$ cat config.mk
export PLATFORM = sky130hd
export DESIGN_NAME = sorted_job_queue
export DESIGN_NICKNAME = d
export VERILOG_FILES = /design/src/rtl/sjq_pkg.sv /design/src/rtl/sjq_store.sv /design/src/rtl/sjq_cmp.sv /design/src/rtl/sjq_seq.sv /design/src/rtl/sorted_job_queue.sv
export SDC_FILE = /design/constraint.sdc
export NUM_CORES = 1
export LEC_CHECK = 0
export BUFFER_PORTS_ARGS = -buffer_cell sky130_fd_sc_hd__clkbuf_2
export CAP_MARGIN = 20
export CELL_PAD_IN_SITES_DETAIL_PLACEMENT = 1
export CELL_PAD_IN_SITES_GLOBAL_PLACEMENT = 1
export CORE_ASPECT_RATIO = 1.25
export CORE_MARGIN = 5
export CORE_UTILIZATION = 48
export DETAILED_ROUTE_END_ITERATION = 8
export PLACE_DENSITY = 0.79
export SLEW_MARGIN = 40
export SYNTH_ARGS = -nofsm -noshare
export SYNTH_HDL_FRONTEND = slang
export SYNTH_SLANG_ARGS = --single-unit
$ cat constraint.sdc
create_clock -name clk -period 3.71 [get_ports clk]
set_clock_uncertainty 0.2 [all_clocks]
set_input_delay 0.5565 -clock clk [delete_from_list [all_inputs] [get_ports clk]]
set_output_delay 0.5565 -clock clk [all_outputs]
set_load 0.05 [all_outputs]
$ cat src/rtl/sjq_pkg.sv
// Shared constants, codes and types of the sorted job queue.
`default_nettype none

package sjq_pkg;

  localparam int QUEUE_DEPTH = 16;
  localparam int IDX_W       = $clog2(QUEUE_DEPTH);
  localparam int CNT_W       = $clog2(QUEUE_DEPTH + 1);
  localparam int KEY_W       = 16;
  localparam int PID_W       = 22;
  localparam int STATUS_W    = 2;
  localparam int ENTRY_W     = 5;

  localparam logic [STATUS_W-1:0] STATUS_DONE      = 2'd0;
  localparam logic [STATUS_W-1:0] STATUS_NOT_FOUND = 2'd1;
  localparam logic [STATUS_W-1:0] STATUS_FULL      = 2'd2;

  localparam logic REQ_INSERT = 1'b0;
  localparam logic REQ_DELETE = 1'b1;

  typedef struct packed {
    logic             req_type;
    logic [KEY_W-1:0] key;
    logic [PID_W-1:0] pid;
  } req_t;

  typedef struct packed {
    logic             we;
    logic [IDX_W-1:0] waddr;
    logic [KEY_W-1:0] wkey;
    logic [PID_W-1:0] wpid;
    logic             re;
    logic [IDX_W-1:0] raddr;
  } mem_cmd_t;

  typedef struct packed {
    logic [KEY_W-1:0] key;
    logic [PID_W-1:0] pid;
  } mem_rd_t;

  typedef struct packed {
    logic lt;
    logic eq;
  } cmp_t;

  typedef struct packed {
    logic [STATUS_W-1:0] status;
    logic [CNT_W-1:0]    count;
  } res_t;

  typedef struct packed {
    logic idle;
    logic res_valid;
  } seq_stat_t;

endpackage

`default_nettype wire

$ cat src/rtl/sjq_store.sv
// Job table memory: one write port and one registered read port.
`default_nettype none

module sjq_store import sjq_pkg::*; (
  input  logic     clk,
  input  mem_cmd_t cmd,
  output mem_rd_t  rd
);

  logic [KEY_W-1:0] slot_key [QUEUE_DEPTH];
  logic [PID_W-1:0] slot_pid [QUEUE_DEPTH];

  always_ff @(posedge clk) begin
    if (cmd.we) begin
      slot_key[cmd.waddr] <= cmd.wkey;
      slot_pid[cmd.waddr] <= cmd.wpid;
    end
  end

  always_ff @(posedge clk) begin
    if (cmd.re) begin
      rd.key <= slot_key[cmd.raddr];
      rd.pid <= slot_pid[cmd.raddr];
    end
  end

endmodule

`default_nettype wire

$ cat src/rtl/sjq_cmp.sv
// Shared key comparator used on the insert and delete search steps of the table walk.
`default_nettype none

module sjq_cmp import sjq_pkg::*; (
  input  logic [KEY_W-1:0] slot,
  input  logic [KEY_W-1:0] probe,
  output cmp_t             res
);

  assign res.lt = (slot < probe);
  assign res.eq = (slot == probe);

endmodule

`default_nettype wire

$ cat src/rtl/sjq_seq.sv
// Sequencer that walks the job table one slot at a time per request.
`default_nettype none

module sjq_seq import sjq_pkg::*; (
  input  logic      clk,
  input  logic      rst,
  input  logic      start,
  input  req_t      req_in,
  input  logic      res_take,
  output seq_stat_t stat,
  output res_t      res
);

  localparam logic [2:0] S_IDLE     = 3'd0;
  localparam logic [2:0] S_INS_STEP = 3'd1;
  localparam logic [2:0] S_INS_CHK  = 3'd2;
  localparam logic [2:0] S_DEL_STEP = 3'd3;
  localparam logic [2:0] S_DEL_CHK  = 3'd4;
  localparam logic [2:0] S_SH_STEP  = 3'd5;
  localparam logic [2:0] S_SH_WR    = 3'd6;
  localparam logic [2:0] S_DONE     = 3'd7;

  logic [2:0]          state, state_next;
  logic [CNT_W-1:0]    ptr, ptr_next;
  logic [CNT_W-1:0]    count, count_next;
  logic [STATUS_W-1:0] status_r, status_next;
  req_t                req, req_next;
  logic [CNT_W-1:0]    ptr_inc;
  mem_cmd_t            cmd;
  mem_rd_t             rd;
  cmp_t                cmp;

  sjq_store u_store (
    .clk (clk),
    .cmd (cmd),
    .rd  (rd)
  );

  sjq_cmp u_cmp (
    .slot  (rd.key),
    .probe (req.key),
    .res   (cmp)
  );

  assign ptr_inc = ptr + CNT_W'(1);

  always_comb begin
    state_next  = state;
    ptr_next    = ptr;
    count_next  = count;
    status_next = status_r;
    req_next    = req;
    cmd         = '0;
    unique case (state)
      S_IDLE: begin
        if (start) begin
          req_next = req_in;
          if (req_in.req_type == REQ_INSERT) begin
            if (count == CNT_W'(QUEUE_DEPTH)) begin
              status_next = STATUS_FULL;
              state_next  = S_DONE;
            end else begin
              ptr_next   = count;
              state_next = S_INS_STEP;
            end
          end else begin
            ptr_next   = '0;
            state_next = S_DEL_STEP;
          end
        end
      end
      S_INS_STEP: begin
        if (ptr == '0) begin
          cmd.we      = 1'b1;
          cmd.waddr   = '0;
          cmd.wkey    = req.key;
          cmd.wpid    = req.pid;
          count_next  = count + CNT_W'(1);
          status_next = STATUS_DONE;
          state_next  = S_DONE;
        end else begin
          cmd.re     = 1'b1;
          cmd.raddr  = IDX_W'(ptr - CNT_W'(1));
          state_next = S_INS_CHK;
        end
      end
      S_INS_CHK: begin
        cmd.we    = 1'b1;
        cmd.waddr = IDX_W'(ptr);
        if (cmp.lt) begin
          cmd.wkey    = req.key;
          cmd.wpid    = req.pid;
          count_next  = count + CNT_W'(1);
          status_next = STATUS_DONE;
          state_next  = S_DONE;
        end else begin
          cmd.wkey   = rd.key;
          cmd.wpid   = rd.pid;
          ptr_next   = ptr - CNT_W'(1);
          state_next = S_INS_STEP;
        end
      end
      S_DEL_STEP: begin
        if (ptr == count) begin
          status_next = STATUS_NOT_FOUND;
          state_next  = S_DONE;
        end else begin
          cmd.re     = 1'b1;
          cmd.raddr  = IDX_W'(ptr);
          state_next = S_DEL_CHK;
        end
      end
      S_DEL_CHK: begin
        if (cmp.eq) begin
          state_next = S_SH_STEP;
        end else begin
          ptr_next   = ptr_inc;
          state_next = S_DEL_STEP;
        end
      end
      S_SH_STEP: begin
        if (ptr_inc >= count) begin
          count_next  = count - CNT_W'(1);
          status_next = STATUS_DONE;
          state_next  = S_DONE;
        end else begin
          cmd.re     = 1'b1;
          cmd.raddr  = IDX_W'(ptr_inc);
          state_next = S_SH_WR;
        end
      end
      S_SH_WR: begin
        cmd.we     = 1'b1;
        cmd.waddr  = IDX_W'(ptr);
        cmd.wkey   = rd.key;
        cmd.wpid   = rd.pid;
        ptr_next   = ptr_inc;
        state_next = S_SH_STEP;
      end
      S_DONE: begin
        if (res_take) begin
          state_next = S_IDLE;
        end
      end
    endcase
  end

  always_ff @(posedge clk) begin
    if (rst) begin
      state <= S_IDLE;
      count <= '0;
    end else begin
      state <= state_next;
      count <= count_next;
    end
  end

  always_ff @(posedge clk) begin
    ptr      <= ptr_next;
    status_r <= status_next;
    req      <= req_next;
  end

  assign stat.idle      = (state == S_IDLE);
  assign stat.res_valid = (state == S_DONE);
  assign res.status     = status_r;
  assign res.count      = count;

endmodule

`default_nettype wire

$ cat src/rtl/sorted_job_queue.sv
// Top level of the sorted job queue: request intake and result register.
//
// Usage:
//   Request channel: in_valid / in_stall with req_type, job_key, job_pid.
//   A request is taken at a rising edge with in_valid high and in_stall low.
//   Insert (req_type 0) places the job ahead of the first stored job whose
//   key is not smaller; delete (req_type 1) removes the first job with an
//   equal key. Each request gives one result: status and entry_count.
//   Result channel: out_valid / out_stall with status and entry_count.
// Walk: the sequencer walks the table one slot at a time through a
//   single read port of the job memory: a step state reads a slot and a
//   check or write state then uses it; a refused insert walks no slot.
//   One request is in flight at a time: in_stall is high while it is worked.
// Reset: rst clears the entry count, the sequencer and out_valid.
// Stall: a result held by out_stall stays on the ports; the next request is
//   still accepted and worked, then waits in the sequencer until the result
//   register frees.
`default_nettype none

module sorted_job_queue import sjq_pkg::*; (
  input  logic                clk,
  input  logic                rst,
  input  logic                in_valid,
  output logic                in_stall,
  input  logic                req_type,
  input  logic [KEY_W-1:0]    job_key,
  input  logic [PID_W-1:0]    job_pid,
  output logic                out_valid,
  input  logic                out_stall,
  output logic [STATUS_W-1:0] status,
  output logic [ENTRY_W-1:0]  entry_count
);

  logic      start;
  logic      res_take;
  req_t      req_in;
  seq_stat_t stat;
  res_t      res;

  // Take a new request only while the sequencer sits idle.
  assign in_stall = !stat.idle;
  assign start    = in_valid && !in_stall;

  assign req_in.req_type = req_type;
  assign req_in.key      = job_key;
  assign req_in.pid      = job_pid;

  sjq_seq u_seq (
    .clk      (clk),
    .rst      (rst),
    .start    (start),
    .req_in   (req_in),
    .res_take (res_take),
    .stat     (stat),
    .res      (res)
  );

  // Load the result register when it is empty or being drained this cycle.
  assign res_take = stat.res_valid && (!out_valid || !out_stall);

  always_ff @(posedge clk) begin
    if (rst) begin
      out_valid <= 1'b0;
    end else if (res_take) begin
      out_valid <= 1'b1;
    end else if (!out_stall) begin
      out_valid <= 1'b0;
    end
  end

  // Hold the payload while stalled; count is masked to the port width.
  always_ff @(posedge clk) begin
    if (res_take) begin
      status      <= res.status;
      entry_count <= ENTRY_W'(res.count);
    end
  end

endmodule

`default_nettype wire

---- Word level (Yosys, flattened, before mapping) ----
Memory sizes are Yosys's and may differ from the RTL's. A register that Yosys moved wholly into a read port is not among the register bits.
Cells that the tools add are included.
cells by class
  add/subtract/negate cells ............... 4
  $lt $le $gt $ge ......................... 2
  eq/ne operators ......................... 22
  multiplexer cells ....................... 39
  reduce and logical (&&, ||, !) cells .... 16
operators with widths
  kind                                               number
  one-hot mux 43 bit (3 select lines)                1
  2-to-1 mux 5 bit                                   11
  2-to-1 mux 43 bit                                  1
  2-to-1 mux 38 bit                                  1
  one-hot mux 5 bit (3 select lines)                 2
  one-hot mux 3 bit (8 select lines)                 1
  2-to-1 mux 3 bit                                   7
  one-hot mux 5 bit (4 select lines)                 1
  == test 16 bit                                     1
  less-than comparator 16 bit                        1
  2-to-1 mux 2 bit                                   8
  == test 3 bit (second input constant)              4
  != test 2 x 1 -> 1 bit (second input constant)     6
  adder 5 x 1 -> 5 bit (second input constant)       2
  != test 2 bit (second input constant)              5
  one-hot mux 2 bit (5 select lines)                 1
  subtractor 5 x 1 -> 5 bit (second input constant)  2
  AND reduction 8 bit                                1
  == test 3 x 2 -> 1 bit (second input constant)     2
  == test 5 bit                                      1
  == test 5 bit (second input constant)              1
  >= comparator 5 bit                                1
  logical NOT 5 bit                                  1
  2-to-1 mux 1 bit                                   5
  other kinds (12)                                   16
word-level totals
  register bits after elaboration ......... 61
  memory bits (writable) .................. 608
  bits of input ports ..................... 43
  output and inout port bits .............. 9
  memories ................................ 2
memories
  memory                  words  bits a word  read ports  clocked after memory_dff  wr ports  line             RTL
  u_seq.u_store.slot_pid  16     22           1           1                         1         sjq_store.sv:11  logic [PID_W-1:0] slot_pid [QUEUE_DEPTH];
  u_seq.u_store.slot_key  16     16           1           1                         1         sjq_store.sv:10  logic [KEY_W-1:0] slot_key [QUEUE_DEPTH];

---- Logic depth before layout (Yosys ltp) ----
Gate-level depths: netlist of the first run.
  word-level depth ........................ 5
  gate-level depth with buffers ........... 14
  mapped depth without buffers ............ 11

---- Hierarchy ----
Synthesis of the first run repeated with hierarchy kept, for this count alone.
unflattened totals
  cells, all modules ...................... 1,331
  area, all modules ....................... 27,586.5 um2
by module, submodules not included
  module            instances  cells an instance  area an instance (um2)  sequential area each (um2)
  sjq_store         1          989                23,950.5                19,398.6
  sjq_seq           1          273                2,980.4                 1,511.4
  sjq_cmp           1          56                 399.1                   0.0
  sorted_job_queue  1          13                 256.5                   230.2

---- Least setup slack after synthesis of the first run ----
Ideal clock, no wire load.
  kind .................................... reg-to-reg
  start point ............................. reg u_seq.ptr[0]
  end point ............................... reg, netlist name u_seq.u_store.rd[25]
  library setup time ...................... 0.259 ns
  arrival ................................. 3.011 ns
  path slack .............................. 0.240 ns
  cell stages (with the launch flop) ...... 15
  path buffers ............................ 3
  clock period less this slack ............ 3.470 ns
  path through ............................ edfxtp_1 clkbuf_1 nand3_1 xnor2_1 ha_1 or2_1 a211oi_2 a21o_1 nand2_1 o221a_1 buf_4 buf_4 mux4_2 a22oi_1 nand2_1
between the ends
  longest elaborated chain between the ends .. 4
  elaborated cells between the ends (all ways) .. 9
  classes of those cells .................. add/sub: 2; order compare: 1; eq/ne: 1; mux: 4; reduce/logical: 1
ends and longest elaborated chain
  what                                    line            RTL
  start, declared                         sjq_seq.sv:24   logic [CNT_W-1:0] ptr, ptr_next;
  start signal, assigned                  sjq_seq.sv:159  ptr <= ptr_next;
  adder 5 x 1 -> 5 bit                    sjq_seq.sv:45   assign ptr_inc = ptr + CNT_W'(1);
  >= comparator 5 bit                     sjq_seq.sv:122  if (ptr_inc >= count) begin
  2-to-1 mux 5 bit                        sjq_seq.sv:122
  one-hot mux 5 bit (3 select lines) (*)  sjq_seq.sv:54   unique case (state)
Mark *: on every way between the ends. The rest lies on a longest branch, timed or not.
A chain may end at the register's enable or synchronous reset.

==> metrics.cfg, run 1 <==
[outcome]
status=finished, violations left
failed_checks=negative setup slack

[global_routing]
grt_util_met1=0.280
grt_pass1_wl_mm=53.6
grt_max_degree=47
grt.busiest_layer=met2
grt-ovfl-total=0
antenna_found_initial=0
track_usage=0.237
met2_usage=0.420
met3_usage=0.0391
first_global_vias=8380

[layout]
stdcell_area_um2=15500
areaGrowthSynthToFinish_pct=19.2
num_antenna_cells=0
nets=907
nFillCells=2390
multiInputGateArea_um2=3670
drive_above_1_share=0.288
regArea_um2=9250

[route]
dr.pass1.iters=5
drtIter0Drc=889
vias=7913
wl_per_cell_um=32.4
drcViolationCount=0
viasPerCell=6.58
antenna_left=0
wirelength_mm=39.0

[clocking]
cts_tree=done
cts_buffers=30
cts_root_buf=clkbuf_16
insertion_delay_ps=590
clockBufferDepth=3
path_clk_slew_ps=70
cts.sinks=311
h-tree-depth=1

[min_path]
hold_class=primary input to register
hp-start=out_stall
min_to=out_valid
hold_path_depth=3

[floorplanning]
fp.dieH_um=194
start_util=0.485
die_w_um=157
die_area_um2=30500
coreArea_um2=26800
ios=52
placement_rows=67

[synth]
synth_cell_types=55
yosys-top-cells-area=edfxtp_1 70%, mux4_2 11%, ha_1 2.5%, a22oi_1 2.0%, dfxtp_1 1.4%
synth.avg_cell_area_um2=17.8
synth_top_area_share=0.697
synth_flop_cell=edfxtp_1
yosysWarningCount=0
yosysSeqAreaShare=0.711
synth_edf_count=302
syn-num-nets=801
yosysTopAreaCell=edfxtp_1
synthArstFlopShare=0
syn_area_um2=13000
ys_seq_elements=311
netlist_instances=731

[worst_setup_path]
r2r_start=u_seq.u_store.rd[31]
worstPathArrival_ps=3790
critPathKind=register to register
end_kind=register
critPathLaunch=u_seq.u_store.rd[31]
critPathLaunchType=register
ff2ff_setup_slack_ps=-8
crit_fanout=16
cp_data_required_time_ps=3790
r2r-end=u_seq.u_store.slot_key[2][3]
worst_r2r_path_depth=10

[power_and_ir_drop]
seqPwrFrac=0.384
clockPowerShare=0.234
pwr-share-comb=0.382
peakVddDrop_mv=0.433
p_int_uw=8600
power.share.switching=0.356
p_switching_uw=4750
power_density_nw_per_um2=861
total_leakage_power_uw=0.00549

[placement]
placed_cell_area_um2=13900
hpwl_mm=21.4
port_buffers=29
gp_congestion=0.870
place_ws_ps=-150

[job]
cap_violations=0

[sta]
setup_slack_ps=-8.26
worst_pin_slew_ps=779
fmax_mhz=269
slew_violations=0
fin_hold_ws_ps=146
hold_viol=0
slew_headroom=0.479
post-route-period-util=1.00
finalSetupViolCount=6
period_needed_ps=3720

-- metrics by stage --
| stage | util | std cells | setup TNS (ps) | total power [µW] |
|---|---|---|---|---|
| 2_1_floorplan | - | 731 | 0 | 7790 |
| 3_3_place_gp | 0.518 | 1113 | 0 | 8900 |
| 3_5_place_dp | 0.518 | 1113 | -1260 | 9280 |
| 4_1_cts | 0.565 | 1190 | -103 | 12600 |
| 5_1_grt | 0.578 | 1203 | -1830 | 13800 |
| 6_report | 0.578 | 1203 | -19.8 | 13400 |
-- sequential cells by signal (all words and copies together), names as in the netlist --
register	count
u_seq.u_store.slot_key	256
u_seq.req	16
u_seq.u_store.rd	16
entry_count	5
u_seq.count	5
u_seq.ptr	5
u_seq.state	3
status	2
u_seq.status_r	2
out_valid	1
-- worst max-delay path by stage --
stage / endpoint / slack (ps) / cells after the start
finish: u_seq.u_store.slot_key[2][3] / -8 / 10
global route: u_seq.u_store.rd[34] / -120 / 15
CTS: u_seq.u_store.rd[36] / -30 / 12
global placement: u_seq.u_store.rd[29] / 4 / 12
detailed placement: u_seq.u_store.rd[25] / -150 / 12
floorplan: u_seq.u_store.rd[25] / 240 / 14
-- area by class of cell --
type | instances | share of cell area
Sequential cell | 311 | 0.596
Multi-Input combinational cell | 349 | 0.237
Timing Repair Buffer | 113 | 0.0679
Clock buffer | 36 | 0.0499
Tap cell | 345 | 0.0278
Clock inverter | 17 | 0.0134
Inverter | 32 | 0.00775
-- worst max-delay path: stages (launching register included) --
cell	delay [ps]
edfxtp_1	410
ha_1	360
a21o_1	190
a21o_1	200
a21o_1	200
a21oi_1	220
nor2_1	100
nor3_1	330
nand2b_1	180
buf_4	310
a22o_1	680
-- what timing repair did --
| item | 4_1_cts | 5_1_grt |
|---|---|---|
| gates cloned | 2 | 3 |
| endpoints found under the setup margin | 16 | 16 |
| buffers inserted | 6 | 10 |
| hold buffers | 16 | 0 |
| pin swaps | 1 | 2 |
| endpoints found under the hold margin | 16 | 0 |
| gates resized for setup | 3 | 32 |
-- cells in the final DEF (no fill, tap or decap), types with 4 or more instances in the layout --
| master | count |
|---|---|
| edfxtp_1 | 302 |
| mux4_2 | 64 |
| buf_4 | 50 |
| clkbuf_16 | 33 |
| inv_1 | 31 |
| nand2_1 | 30 |
| clkbuf_2 | 29 |
| nor2_1 | 27 |
| ha_1 | 23 |
| nand3_1 | 19 |
| a22oi_2 | 18 |
| a22oi_1 | 16 |
| a22o_1 | 16 |
| dlygate4sd3_1 | 16 |
| nor3_1 | 11 |
| o21ai_0 | 11 |
| a21oi_1 | 10 |
| a21o_1 | 9 |
| dfxtp_1 | 9 |
| buf_12 | 9 |
| nand2b_1 | 8 |
| xor2_1 | 6 |
| clkbuf_1 | 6 |
| clkinv_1 | 6 |
| nor2b_1 | 5 |
| a31oi_1 | 5 |
| or3_1 | 4 |
| clkinv_2 | 4 |
| bufinv_16 | 4 |
-- cell usage after synthesis (2+ instances only) --
master,number
o311ai_0,3
or3_1,4
a211oi_2,2
edfxtp_1,302
a211oi_1,3
o211ai_1,2
and2_1,3
a21oi_1,10
and3_1,3
nand2_1,30
buf_2,12
nor2b_1,5
o32a_1,2
clkbuf_1,16
nor3_1,14
ha_1,26
nand2b_1,8
a31oi_1,6
a221oi_1,3
buf_1,3
nand4_1,2
nand3_1,20
nor2_1,30
buf_4,5
or4_1,2
a221o_1,2
xor2_1,7
o21ai_0,11
a22o_1,16
o21a_1,2
buf_6,3
a22oi_1,34
nor4_1,4
inv_1,31
mux4_2,64
dfxtp_1,9
a32oi_1,2
xnor2_1,5
a21o_1,9
-- cells by family (layout without fill, tap and decap cells) --
logic type | count (synthesis) | in the layout | share of synthesized area
DFF | 311 | 311 | 0.711
and+or+nand+nor | 129 | 129 | 0.0504
muxes | 65 | 65 | 0.112
buffers and inverters | 71 | 198 | 0.0248
xor gates and xnor gates | 12 | 12 | 0.00808
adders and majority gates | 27 | 27 | 0.0265
AOI/OAI and AO/OA | 116 | 116 | 0.0678
-- power by group through the flow --
stage	Clock [µW]	Sequential [µW]	Combinational (µW)
5_1_grt	3330	5130	5350
2_1_floorplan	0	4970	2820
3_3_place_gp	0	5090	3810
3_5_place_dp	0	5150	4130
6_report	3120	5120	5110
4_1_cts	3100	5070	4440
-- per-layer routing --
| metal | share of wire | wire [µm] |
|---|---|---|
| met3 | 0.072 | 2810 |
| met2 | 0.53 | 20600 |
| met4 | 0.051 | 1980 |
| met1 | 0.35 | 13700 |
| met5 | 0 | 0 |
(Power assumes the default switching activity.)
==> run 2: changes to the inputs <==
--- a/config.mk
+++ b/config.mk
@@ -11,3 +11,2 @@
 export CELL_PAD_IN_SITES_GLOBAL_PLACEMENT = 1
-export CORE_ASPECT_RATIO = 1.25
 export CORE_MARGIN = 5
==> constraint.sdc (replaced) <==
create_clock -name clk -period 3.71 [get_ports clk]
set_clock_uncertainty 0.2 [all_clocks]
set_input_delay 0.371 -clock clk [delete_from_list [all_inputs] [get_ports clk]]
set_output_delay 0.371 -clock clk [all_outputs]
set_load 0.05 [all_outputs]
==> run 2 against run 1 <==
  * The flow now finishes without violations
  * Combinational power down 2%
  * Worst setup slack better by 69 ps
  * Critical path type unchanged
  * Fmax grew 1.9%
  * Global-route usage shrank 1.7 points
  * Register-to-register slack better by 70 ps
  * Cell area is 1.2% higher
  * Critical endpoint is now u_seq.u_store.rd[26]
  * Count of clock-buffer cells in the layout decreased by 2
  * Critical path depth rose by 4
  * Largest cell class unchanged
  * Sequential share of layout area shrank 0.68 points
==> metrics.cfg, run 2 (same netlist as run 1, synthesis figures left out) <==
[layout]
stdcell_count=1221
reg_top3=u_seq.u_store.slot_key x256, u_seq.req x16, u_seq.u_store.rd x16
finalCoreUtilization=0.585
nets=928
layout_common_cells=302 x edfxtp_1, 72 x buf_4, 64 x mux4_2, 33 x clkbuf_16, 31 x inv_1
regMostFlops=u_seq.u_store.slot_key
stdcell_area_um2=15700
largest_register_ffs=256
layout_commonest_cell=edfxtp_1
areaGrowthSynthToFinish_pct=20.6
num_antenna_cells=0
drive_above_1_share=0.308

[worst_setup_path]
end_kind=register
crit_fanout=16
r2r-end=u_seq.u_store.rd[26]
slowest_delay_ps=510
ff2ff_setup_slack_ps=60
r2r_start=u_seq.ptr[1]
cp_cell_sequence=ha_4 > xor2_2 > ha_4 > a21o_1 > a31oi_2 > buf_4 > a211oi_4 > nor2_1 > o21ai_4 > buf_4 > buf_16 > mux4_2 > a22oi_2 > nand2_1
cp_data_required_time_ps=3820
critPathLaunchType=register
cp_slowest_cell=edfxtp_1
critPathKind=register to register
worst_r2r_path_depth=14
worstPathArrival_ps=3760

[sta]
hold_viol=0
fin_hold_ws_ps=154
fmax_mhz=274
slew_headroom=0.578
finalSetupViolCount=0
slew_violations=0
post-route-period-util=0.984
period_needed_ps=3650
worst_pin_slew_ps=633

[floorplanning]
coreArea_um2=26800
fp.dieH_um=175
die_area_um2=30500
die_w_um=175
ios=52
start_util=0.485
placement_rows=60

[route]
wirelength_mm=34.8
drcViolationCount=0
vias=7629
viasPerCell=6.25
drtIter0Drc=713
dr.pass1.iters=5
antenna_left=0
wl_per_cell_um=28.5

[power_and_ir_drop]
power_uw=13200
peakVddDrop_mv=0.406
total_leakage_power_uw=0.00562
power_density_nw_per_um2=843

[placement]
hpwl_mm=20.5
place_inst=1129
placed_cell_area_um2=14000
port_buffers=29
gp_congestion=0.923

[min_path]
hold_class=primary input to register
hp-start=req_type
hold_path_depth=4
min_to=u_seq.ptr[0]

[clocking]
clockBufferDepth=3
path_clk_slew_ps=70
cts.sinks=311
h-tree-depth=1
insertion_delay_ps=570
cts_buffers=31
cts_tree=done
cts_root_buf=clkbuf_16

[global_routing]
track_usage=0.220
grt_max_degree=33
grt_pass1_wl_mm=50.5
grt-ovfl-total=0
first_global_vias=8095
antenna_found_initial=0

[job]
cap_violations=0

[outcome]
status=finished clean

run 2: changes by cell type in the layout (fill, tap and decap cells not counted), moves of 3 or more:
| cell | before | now |
|---|---|---|
| buf_12 | 9 | 5 |
| clkbuf_1 | 6 | 3 |
| dlygate4sd3_1 | 16 | 21 |
| buf_4 | 50 | 72 |
run 2: per-stage QoR:
step | worst slack, ps | TNS, ps
6_report | 60.5 | 0
5_1_grt | -25.8 | -93.4
4_1_cts | 12.8 | 0
3_5_place_dp | -80.1 | -740
3_3_place_gp | 76.0 | 0
2_1_floorplan | 240 | 0
run 2: per-layer routing:
layer / track usage / share of wire / up-vias
met2: 0.389 / 0.52 / 359
met4: 0.0704 / 0.031 / 0
met5: 0 / 0 / -
met1: 0.285 / 0.38 / 3968
met3: 0.0290 / 0.065 / 86
li1: - / - / 3216
run 2: repair_timing:
item / 4_1_cts / 5_1_grt
gates cloned: 2 / 2
buffers inserted: 5 / 7
gates resized for setup: 5 / 40
hold endpoints to repair: 19 / 0
pin swaps: 1 / 8
endpoints found under the setup margin: 14 / 16
hold buffers: 21 / 0
run 2: worst max-delay path, delay by kind of cell, from the launching register on:
family          cells  cell delay, ps
simple gates        2             180
buf+inv             3             520
mux                 1             340
flops               1             510
xor+xnor            1             180
compound gates      5             880
fa+ha+maj           2             550
run 2: where the power goes:
part           internal [µW]  leakage, µW  switching (µW)
clock                   1880     0.000507            1310
sequential              4770      0.00287             254
combinational           2110      0.00224            2910
total                   8750      0.00562            4470
run 2: worst max path at each step:
stage                 start              endpoint  slack [ps]  cells after the start
4_1_cts        u_seq.ptr[1]  u_seq.u_store.rd[33]          10                     12
3_5_place_dp   u_seq.ptr[0]  u_seq.u_store.rd[31]         -80                     12
3_3_place_gp   u_seq.ptr[1]  u_seq.u_store.rd[33]          80                     12
5_1_grt        u_seq.ptr[1]  u_seq.u_store.rd[22]         -30                     13
2_1_floorplan  u_seq.ptr[0]  u_seq.u_store.rd[25]         240                     14
6_report       u_seq.ptr[1]  u_seq.u_store.rd[26]          60                     14
run 2: layout make-up:
type                            instances  area, µm²
Inverter                               32        120
Sequential cell                       311       9250
Fill cell                            2347      11100
Clock buffer                           34        787
Multi-Input combinational cell        349       3730
Tap cell                              341        427
Clock inverter                         21        245
Timing Repair Buffer                  133       1130
